<file path="src/hdl/hilbert_fir_envelope_detector_unit_assert.svh">
// Assertion macros used by the envelope detector back end.
// Depends on nothing; files take it in by `include.
`ifndef HILBERT_FIR_ENVELOPE_DETECTOR_UNIT_ASSERT_SVH
`define HILBERT_FIR_ENVELOPE_DETECTOR_UNIT_ASSERT_SVH

// Same-cycle implication, disabled while reset is low.
`define HFED_ASSERT_IMPLIES(lbl, clk, rstn, ante, cons) \
    lbl: assert property (@(posedge clk) disable iff (!rstn) (ante) |-> (cons)) \
        else $error("implication check failed");

// Next-cycle implication, disabled while reset is low.
`define HFED_ASSERT_NEXT(lbl, clk, rstn, ante, cons) \
    lbl: assert property (@(posedge clk) disable iff (!rstn) (ante) |=> (cons)) \
        else $error("next-cycle check failed");

`endif

</file>
<file path="src/hdl/hfed_pkg.sv">
// Shared types, constants and the square-root step for the envelope detector.
// Depends on nothing.
package hfed_pkg;

    localparam int TAPS_DEF    = 31;
    localparam int QUEUE_DEPTH = 2;
    localparam int SQRT_CYCLES = 9;   // two root bits per cycle, 18 bits
    localparam int ROOT_W      = 18;
    localparam int REM_W       = 22;

    localparam logic [12:0] SEEN_CAP = 13'd8191;

    localparam logic MODE_COEF   = 1'b0;
    localparam logic MODE_SAMPLE = 1'b1;

    typedef struct packed {
        logic               mode;
        logic [4:0]         tap_index;
        logic signed [15:0] coef_value;
        logic signed [15:0] sample_value;
        logic               last_sample;
    } in_item_t;

    typedef struct packed {
        logic [15:0] envelope;
        logic        last_out;
    } out_item_t;

    // Classified request handed from front to back.
    typedef struct packed {
        logic               is_sample;
        logic               wr_ok;
        logic [4:0]         tap_idx;
        logic signed [15:0] coef;
        logic signed [15:0] sample;
        logic               last;
    } cmd_t;

    typedef struct packed {
        logic [REM_W-1:0]  rem;
        logic [ROOT_W-1:0] root;
    } sqrt_t;

    // One restoring digit step of the integer square root.
    function automatic sqrt_t sqrt_step(logic [REM_W-1:0] rem, logic [ROOT_W-1:0] root,
                                        logic [1:0] pair);
        logic [REM_W-1:0] rem_sh;
        logic [REM_W-1:0] trial;
        sqrt_t            res;
        rem_sh = {rem[REM_W-3:0], pair};
        trial  = REM_W'({root, 2'b01});
        if (rem_sh >= trial) begin
            res.rem  = rem_sh - trial;
            res.root = {root[ROOT_W-2:0], 1'b1};
        end else begin
            res.rem  = rem_sh;
            res.root = {root[ROOT_W-2:0], 1'b0};
        end
        return res;
    endfunction

endpackage

</file>
<file path="src/hdl/hfed_queue.sv">
// Short request queue between front and back ends.
// Depends on hfed_pkg.
module hfed_queue #(
    parameter int DEPTH = hfed_pkg::QUEUE_DEPTH
) (
    input  logic           aclk,
    input  logic           aresetn,
    input  logic           push_valid,
    output logic           push_ready,
    input  hfed_pkg::cmd_t push_data,
    output logic           pop_valid,
    input  logic           pop_ready,
    output hfed_pkg::cmd_t pop_data
);

    localparam int PTR_W = (DEPTH > 1) ? $clog2(DEPTH) : 1;
    localparam int CNT_W = $clog2(DEPTH + 1);

    hfed_pkg::cmd_t   mem_reg [DEPTH];
    logic [PTR_W-1:0] wr_ptr_reg;
    logic [PTR_W-1:0] rd_ptr_reg;
    logic [CNT_W-1:0] count_reg;
    logic             push;
    logic             pop;

    assign push_ready = (count_reg != CNT_W'(DEPTH));
    assign pop_valid  = (count_reg != '0);
    assign pop_data   = mem_reg[rd_ptr_reg];
    assign push       = push_valid && push_ready;
    assign pop        = pop_valid && pop_ready;

    always_ff @(posedge aclk) begin
        if (!aresetn) begin
            wr_ptr_reg <= '0;
            rd_ptr_reg <= '0;
            count_reg  <= '0;
        end else begin
            if (push) begin
                wr_ptr_reg <= (wr_ptr_reg == PTR_W'(DEPTH - 1)) ? '0 : wr_ptr_reg + 1'b1;
            end
            if (pop) begin
                rd_ptr_reg <= (rd_ptr_reg == PTR_W'(DEPTH - 1)) ? '0 : rd_ptr_reg + 1'b1;
            end
            if (push && !pop) begin
                count_reg <= count_reg + 1'b1;
            end else if (pop && !push) begin
                count_reg <= count_reg - 1'b1;
            end
        end
    end

    always_ff @(posedge aclk) begin
        if (push) begin
            mem_reg[wr_ptr_reg] <= push_data;
        end
    end

endmodule

</file>
<file path="config.mk">
export PLATFORM = sky130hd
export DESIGN_NAME = hfed_queue
export DESIGN_NICKNAME = d
export VERILOG_FILES = /design/src/hdl/hilbert_fir_envelope_detector_unit_assert.svh /design/src/hdl/hfed_pkg.sv /design/src/hdl/hfed_queue.sv
export SDC_FILE = /design/constraint.sdc
export NUM_CORES = 1
export LEC_CHECK = 0
export CAP_MARGIN = 25
export CORE_MARGIN = 5
export CORE_UTILIZATION = 61
export CTS_CLUSTER_DIAMETER = 100
export DETAILED_ROUTE_END_ITERATION = 16
export DONT_BUFFER_PORTS = 1
export PLACE_DENSITY = 0.77
export SYNTH_ARGS = -nofsm -noshare
export SYNTH_HDL_FRONTEND = slang
export SYNTH_SLANG_ARGS = --single-unit
</file>
<file path="constraint.sdc">
create_clock -name aclk -period 2.76 [get_ports aclk]
set_clock_uncertainty 0.1 [all_clocks]
set_input_delay 0.276 -clock aclk [delete_from_list [all_inputs] [get_ports aclk]]
set_output_delay 0.276 -clock aclk [all_outputs]
set_load 0.02 [all_outputs]
</file>
==> summary.txt <==
Area leader, netlist: edfxtp_1
CTS Sinks: 85
EDFF count, synth: 80
Synth Net Count: 193
Cell row count: 26
Multi-input gate area: 591 sq um
Clock latency on the worst-skew pair: 330 ps
Clock buffer depth: 2
Io pins: 86
Core ar.: 0.00504 sq mm
Fmax: 490 MHz
Slew headroom: 47.3%
Worst hold start: push_valid
Pwr Density: 907 mW/mm^2
Port bufs: 0
WL final: 5.54 mm
Endpoints failing hold: 0
Peak supply drop: 0.000708 V
Die area: 0.00664 sq mm
Global-route wire length before repair: 8.58 mm
Max cap viols: 0
Initial antenna violation count: 0
Util after Layout: 76.4%
Layout filler cell count: 281
Final HPWL DP: 3.39 mm
Die X: 81.5 um
Critical Path Max Stage Delay: 590 ps
# diodes: 0
Routability congestion estimate: 0.623
Residual DRC count: 0
Vias in the first global route: 1638
Largest register FFs: 80
CTS tree: yes
Final setup violation count: 0
Setup crit end kind: register
1st-iter DRT viols: 83
Vias/cell: 5.41
Yosys reg bits: 85
Most used DFF post-synth: edfxtp_1
Share of cells above drive strength 1: 30.4%
Fin cells: 274
RSZ-0062 raised after global routing: false
Critical path type: register to register
Mean Syn Cell Area: 21.1 sq um
CP max FO: 23
DR WL/cell: 20.2 um
FF+latch area: 0.00250 sq mm
Final Cycle Share: 73.9%
Reg2reg start: count_reg[0]
Most common cell in the netlist: edfxtp_1
Worst-path clk slew: 80 ps
Syn-to-layout area delta: 23.6%
Syn. warnings: 0
Via count: 1483
Worst EP required: 2700 ps
Tmin final: 2040 ps
Critical path cell sequence: nand2b_4, nand3b_1, inv_1, buf_12
Synth top area cells: edfxtp_1 (77%), mux2_2 (14%), dfxtp_1 (3.2%), and2_1 (0.80%), buf_2 (0.64%)
Pins over their slew limit: 0
Die H: 81.5 um
Cells after synthesis: 148
First drt pass iteration count: 6
Setup Total Neg Slack: 0 ps
Startpoint type of the worst setup path: register
Cts bufs inserted: 9
Total track usage: 18.3%
Total global routing overflow: 0
Leak Pwr: 1.30 nW
Final net count: 244
Worst setup path startpoint: count_reg[0]
Netlist Area Pre-Place: 0.00312 sq mm
Largest net degree at the start of global routing: 41
Slew @ Worst Pin: 789 ps
Worst hold path type: primary input to register
Async S/R FF share, synth: 0%
Status: complete, no violations
Dpl cells: 217
Root Buffer: clkbuf_8
Post-synth top area share: 77.1%
Count of cell types in the netlist: 19
Pwr Total: 3.49 mW
Remaining antenna violation count: 0
H-tree depth: 3
Initial Utilization: 61.8%
Sequential element share of the synthesized area: 80.3%
CP arrival: 1980 ps
Slowest CP cell: inv_1
Leading cell types by count after synthesis: edfxtp_1 (80), mux2_2 (40), dfxtp_1 (5), and2_1 (4), buf_2 (4)
-- area by class of cell --
| cell class | instances | area share, % |
|---|---|---|
| multi-input cells | 58 | 15.3 |
| well taps | 70 | 2.27 |
| inverters | 1 | 0.0975 |
| clock inverters | 5 | 1.95 |
| repair buffers | 44 | 11.9 |
| flip-flops and latches | 85 | 65.0 |
| clock buffers | 11 | 3.41 |
-- timing repair --
item / 4_1_cts / 5_1_grt
hold buffers: 41 / 0
setup buffers: 0 / 0
hold endpoints to repair: 85 / 0
gates resized for setup: 0 / 0
-- where the power goes --
| group | total [mW] | internal [mW] | switching (mW) |
|---|---|---|---|
| logic | 0.885 | 0.346 | 0.539 |
| clock network | 0.901 | 0.506 | 0.395 |
| registers | 1.71 | 1.61 | 0.0929 |
-- cell usage in the layout (no fill, tap or decap) --
cell type      count
mux2_2            40
xor2_1             1
bufinv_16          2
edfxtp_1          80
buf_4              1
buf_12             2
inv_1              1
and2_1             4
a21bo_2            1
or3_1              1
o21ai_0            1
or2_2              1
dfxtp_1            4
a21boi_1           1
and3_2             1
clkinv_2           3
ha_1               1
nand3b_1           1
clkbuf_8           9
xnor2_1            2
dlygate4sd3_1     41
clkbuf_1           2
a21boi_0           1
o21ai_1            1
dfxtp_2            1
nand2b_4           1
-- per-layer routing --
layer / GRT usage, % / vias up / wire (um)
met1: 21.0 / 738 / 2120
met5: 0 / - / 0
li1: - / 678 / -
met2: 30.5 / 63 / 2880
met4: 5.57 / 0 / 33
met3: 8.66 / 4 / 507
-- worst max-delay path: cells and delay by family (launching register included) --
| family | cells | cell delay, ps |
|---|---|---|
| buffers and inverters | 2 | 850 |
| flip-flops | 1 | 440 |
| AND/OR/NAND/NOR | 2 | 350 |
-- final timing paths --
path | cells after the start | slack (ps) | endpoint
max | 4 | 720 | mem_reg[0][39]
min | 2 | 80 | wr_ptr_reg
max reg2reg | 4 | 720 | mem_reg[0][39]
min reg2reg | 2 | 480 | count_reg[1]
-- kinds of logic after synthesis --
kind of cell             Yosys count  share of synthesized area, %
adder cells (fa/ha/maj)            1                         0.402
AND/OR/NAND/NOR                    9                          2.09
AO/OA/AOI/OAI                      5                          1.12
flip-flops                        85                          80.3
buffers and inverters              5                         0.763
multiplexers                      40                          14.5
XOR/XNOR                           3                         0.844
-- per-stage QoR --
stage          setup WS [ps]  hold WS [ps]  instance area (sq um)
2_1_floorplan            642           275                   3120
3_3_place_gp             867           275                   3230
3_5_place_dp             730           275                   3230
4_1_cts                  720          37.8                   3850
5_1_grt                  588          80.3                   3850
6_report                 720          81.7                   3850
Note: power is estimated with default switching activity, not from simulation.
