`config.mk`:
```
export PLATFORM = sky130hd
export DESIGN_NAME = hfed_front
export DESIGN_NICKNAME = d
export VERILOG_FILES = /design/src/hdl/hilbert_fir_envelope_detector_unit_assert.svh /design/src/hdl/hfed_pkg.sv /design/src/hdl/hfed_front.sv
export SDC_FILE = /design/constraint.sdc
export NUM_CORES = 1
export LEC_CHECK = 0
export ABC_AREA = 1
export ABC_CLOCK_PERIOD_IN_PS = 3400
export BUFFER_PORTS_ARGS = -buffer_cell sky130_fd_sc_hd__buf_2
export CAP_MARGIN = 40
export CORE_ASPECT_RATIO = 0.9
export CORE_MARGIN = 1
export CORE_UTILIZATION = 40
export CTS_CLUSTER_SIZE = 16
export DETAILED_ROUTE_END_ITERATION = 10
export GPL_TIMING_DRIVEN = 0
export HOLD_SLACK_MARGIN = 0.02
export PLACE_DENSITY = 0.77
export REMOVE_ABC_BUFFERS = 1
export SKIP_CTS_REPAIR_TIMING = 1
export SYNTH_ARGS = -nofsm -noshare
export SYNTH_HDL_FRONTEND = slang
export SYNTH_SLANG_ARGS = --single-unit
```
`constraint.sdc`:
```
create_clock -name aclk -period 3.4 [get_ports aclk]
set_clock_uncertainty 0.2 [all_clocks]
set_input_delay 0.34 -clock aclk [delete_from_list [all_inputs] [get_ports aclk]]
set_output_delay 0.34 -clock aclk [all_outputs]
set_load 0.1 [all_outputs]
```
`src/hdl/hilbert_fir_envelope_detector_unit_assert.svh`:
```
// Assertion macros used by the envelope detector back end.
// Depends on nothing; files take it in by `include.
`ifndef HILBERT_FIR_ENVELOPE_DETECTOR_UNIT_ASSERT_SVH
`define HILBERT_FIR_ENVELOPE_DETECTOR_UNIT_ASSERT_SVH

// Same-cycle implication, disabled while reset is low.
`define HFED_ASSERT_IMPLIES(lbl, clk, rstn, ante, cons) \
    lbl: assert property (@(posedge clk) disable iff (!rstn) (ante) |-> (cons)) \
        else $error("implication check failed");

// Next-cycle implication, disabled while reset is low.
`define HFED_ASSERT_NEXT(lbl, clk, rstn, ante, cons) \
    lbl: assert property (@(posedge clk) disable iff (!rstn) (ante) |=> (cons)) \
        else $error("next-cycle check failed");

`endif

```
`src/hdl/hfed_pkg.sv`:
```
// Shared types, constants and the square-root step for the envelope detector.
// Depends on nothing.
package hfed_pkg;

    localparam int TAPS_DEF    = 31;
    localparam int QUEUE_DEPTH = 2;
    localparam int SQRT_CYCLES = 9;   // two root bits per cycle, 18 bits
    localparam int ROOT_W      = 18;
    localparam int REM_W       = 22;

    localparam logic [12:0] SEEN_CAP = 13'd8191;

    localparam logic MODE_COEF   = 1'b0;
    localparam logic MODE_SAMPLE = 1'b1;

    typedef struct packed {
        logic               mode;
        logic [4:0]         tap_index;
        logic signed [15:0] coef_value;
        logic signed [15:0] sample_value;
        logic               last_sample;
    } in_item_t;

    typedef struct packed {
        logic [15:0] envelope;
        logic        last_out;
    } out_item_t;

    // Classified request handed from front to back.
    typedef struct packed {
        logic               is_sample;
        logic               wr_ok;
        logic [4:0]         tap_idx;
        logic signed [15:0] coef;
        logic signed [15:0] sample;
        logic               last;
    } cmd_t;

    typedef struct packed {
        logic [REM_W-1:0]  rem;
        logic [ROOT_W-1:0] root;
    } sqrt_t;

    // One restoring digit step of the integer square root.
    function automatic sqrt_t sqrt_step(logic [REM_W-1:0] rem, logic [ROOT_W-1:0] root,
                                        logic [1:0] pair);
        logic [REM_W-1:0] rem_sh;
        logic [REM_W-1:0] trial;
        sqrt_t            res;
        rem_sh = {rem[REM_W-3:0], pair};
        trial  = REM_W'({root, 2'b01});
        if (rem_sh >= trial) begin
            res.rem  = rem_sh - trial;
            res.root = {root[ROOT_W-2:0], 1'b1};
        end else begin
            res.rem  = rem_sh;
            res.root = {root[ROOT_W-2:0], 1'b0};
        end
        return res;
    endfunction

endpackage

```
`src/hdl/hfed_front.sv`:
```
// Front end: accepts input items, classifies them and registers the request.
// Depends on hfed_pkg.
module hfed_front #(
    parameter int TAPS = hfed_pkg::TAPS_DEF
) (
    input  logic               aclk,
    input  logic               aresetn,
    input  logic               s_valid,
    output logic               s_ready,
    input  hfed_pkg::in_item_t s_data,
    output logic               req_valid,
    input  logic               req_ready,
    output hfed_pkg::cmd_t     req_data
);

    logic           vld_reg;
    hfed_pkg::cmd_t cmd_reg;
    hfed_pkg::cmd_t cmd_next;

    assign s_ready   = !vld_reg || req_ready;
    assign req_valid = vld_reg;
    assign req_data  = cmd_reg;

    always_comb begin
        cmd_next.is_sample = (s_data.mode == hfed_pkg::MODE_SAMPLE);
        // out-of-range coefficient writes are flagged here and dropped in the back end
        cmd_next.wr_ok     = (s_data.mode == hfed_pkg::MODE_COEF) &&
                             (7'(s_data.tap_index) < 7'(TAPS));
        cmd_next.tap_idx   = s_data.tap_index;
        cmd_next.coef      = s_data.coef_value;
        cmd_next.sample    = s_data.sample_value;
        cmd_next.last      = s_data.last_sample;
    end

    always_ff @(posedge aclk) begin
        if (!aresetn) begin
            vld_reg <= 1'b0;
        end else if (s_ready) begin
            vld_reg <= s_valid;
        end
    end

    always_ff @(posedge aclk) begin
        if (s_valid && s_ready) begin
            cmd_reg <= cmd_next;
        end
    end

endmodule

```
==> summary.txt <==
Timing
  • Rel. slew slack: 52.7%
  • Fin crit period: 1.81 ns
  • Slew @ Worst Pin: 0.707 ns
  • Unrepaired setup endpoints after global routing: false
  • # setup viols final: 0
  • Max-slew violations: 0
  • TNS Setup: 0 ns
  • Final period utilization: 53.2%
  • Fin. Hold Viols: 0
  • Fmax: 553 MHz

Synth
  • Syn Std Cell Area: 1270 sq um
  • Mapped Cells: 50
  • Yosys reg bits: 41
  • Sequential area share after synthesis: 96.3%
  • Post-synth cell types: 10
  • Ys Warns: 0
  • Syn Area/Cell: 25.3 sq um

Drt
  • Via count: 972
  • M1 wire length: 1.14 mm
  • Antenna Violating Nets Remaining: 0
  • WL final: 3.25 mm
  • Drt first pass iters: 4
  • Initial drt markers: 20
  • Top Metal Used: met4
  • Met3 Routed Length: 366 um
  • Remaining DRCs: 0
  • Wire length on met2: 1.66 mm
  • Via/cell ratio: 4.32
  • Wirelength per Cell: 14.4 um

Worst setup path
  • Reg-to-Reg End: req_data[23]$_DFFE_PP_
  • Worst EP required: 2.86 ns
  • Critical path depth: 1
  • CP Cell Sequence: buf_2
  • Worst EP arrival: 1.27 ns
  • Reg2reg setup slack: 1.69 ns
  • R2R cell count: 2
  • Setup crit start: req_valid$_SDFFE_PN0P_
  • Critical path capture point type: output pin
  • Worst R2R Start: req_valid$_SDFFE_PN0P_
  • CP Capture Point: req_valid
  • Crit start category: register
  • Slowest library cell on the worst path: buf_2
  • Crit path max fanout: 3
  • Critical path's largest stage delay: 0.47 ns
  • Number of buffers and inverters on the critical path: 1
  • Top delay family on crit path: buffers and inverters
  • Type of the worst setup path: register to output pin

Clocking
  • Clock Latency Late Sink: 0.35 ns
  • Num CTS Buffers: 5
  • Clock sink count: 41
  • CTS tree: yes
  • Reg clk slew, reported paths: 0.11 ns
  • H-tree levels: 2
  • Bufs on Longest Clock Path: 2
  • Root Buffer: clkbuf_4

Global routing
  • Pin count of the biggest net entering global routing: 22
  • First-pass GRT wire length: 3.64 mm
  • GR Overflow Total: 0
  • Antenna violations before repair: 0
  • Global Route Usage Sum: 16.1%
  • Vias in the first global route: 829

Pwr
  • Switching share of power: 35.6%
  • PwrDens: 515 nW/um^2
  • Int Pwr: 0.740 mW
  • Pleak: 0.961 nW
  • Net Switching: 0.409 mW
  • Sequential Power Share: 52.1%
  • Power Total: 1.15 mW
  • Clock group share of total power: 20.0%
  • Peak VDD IR: 0.000392 V
  • Combinational share of power: 27.9%

Hold path
  • Hold WC Path Type: input pin to register

Floorplanning
  • Num rows: 19
  • Die Ht: 55.4 um
  • Die area: 3400 sq um
  • Initial core utilization: 41.7%
  • Number of primary I/O pins: 85
  • Core area: 3040 sq um
  • Die width: 61.3 um

Finish
  • Cell area after layout: 2230 sq um
  • Non-Filler Instances: 225
  • Ant diodes: 0
  • Area Overhead vs Synth: 76.0%
  • Final layout net count: 225
  • Share of cells above drive strength 1: 52.5%

Placement
  • Final Wtd Congestion: 0.708
  • IO buf count: 84
  • Placed Instance Area: 1780 sq um
  • DP Cell Count: 177

Job
  • Max Cap Violations: 0

Status
  • Status: completed
synth_stat cells, drive strengths merged:
| master | instances | area share (%) |
|---|---|---|
| edfxtp | 40 | 95 |
| a21boi | 1 | 0.89 |
| inv | 2 | 0.59 |
| nand2 | 2 | 0.79 |
| a21oi | 1 | 0.39 |
| nor2 | 2 | 0.59 |
| nand3 | 1 | 0.39 |
| dfxtp | 1 | 1.6 |
worst min path at each step:
stage                                  end  slack (ns)                   start  cells after the start
finish              req_valid$_SDFFE_PN0P_        0.08               req_ready                      4
global route        req_valid$_SDFFE_PN0P_        0.07               req_ready                      4
CTS                 req_data[16]$_DFFE_PP_       -0.05              s_data[16]                      1
detailed placement  req_data[23]$_DFFE_PP_        0.32              s_data[23]                      1
global placement    req_valid$_SDFFE_PN0P_        0.27  req_valid$_SDFFE_PN0P_                      2
floorplan            req_data[0]$_DFFE_PP_        0.24               s_data[0]                      0
layout make-up:
class	count	area, sq um
clock buffer	6	41.3
clock inverter	2	10.0
fill	206	812
inverter	2	7.51
multi-input combinational	7	50.0
sequential	41	1220
tap	42	52.6
timing repair buffer	125	848
routing by layer:
metal	GRT usage (%)	vias to the layer above
met2	24.5	62
met5	0	-
li1	-	457
met3	11.5	11
met4	7.62	0
met1	16.3	442
registers in the layout (all words and copies together), names as in the netlist:
name / count
req_data: 40
req_valid: 1
through the flow:
step | setup WS [ns] | util, % | hold slack, ns
2_1_floorplan | -0.0522 | - | 0.239
3_5_place_dp | 1.59 | 58.5 | 0.318
3_3_place_gp | -0.212 | 57.2 | 0.272
4_1_cts | 1.61 | 60.2 | -0.0503
6_report | 1.59 | 73.3 | 0.0776
5_1_grt | 1.54 | 73.3 | 0.0688
power by group through the flow:
| stage | Clock [mW] | Sequential (mW) | Combinational, mW |
|---|---|---|---|
| finish | 0.229 | 0.598 | 0.321 |
| global route | 0.258 | 0.602 | 0.331 |
| CTS | 0.234 | 0.597 | 0.283 |
| detailed placement | 0 | 0.608 | 0.283 |
| global placement | 0 | 0.609 | 0.274 |
| floorplan | 0 | 0.817 | 0.0159 |
cell families (layout without fill, tap and decap cells):
logic type             count (synthesis)  in the layout  synth area share, %
AO/OA/AOI/OAI                          2              2                 1.28
AND/OR/NAND/NOR                        5              5                 1.78
flip-flops                            41             41                 96.3
buffers and inverters                  2            135                0.592
placed cells by master (no fill, tap or decap):
cell / netlist / routed
a21boi_2: 1 / 1
buf_2: 0 / 84
inv_2: 1 / 1
edfxtp_1: 40 / 40
nor2_1: 2 / 2
inv_1: 1 / 1
clkbuf_4: 0 / 5
dfxtp_1: 1 / 1
dlygate4sd3_1: 0 / 40
clkinv_2: 0 / 2
nand2_2: 1 / 1
nand3_1: 1 / 1
a21oi_4: 0 / 1
clkbuf_1: 0 / 1
buf_16: 0 / 1
nand2_1: 1 / 1
(Power assumes the default switching activity.)
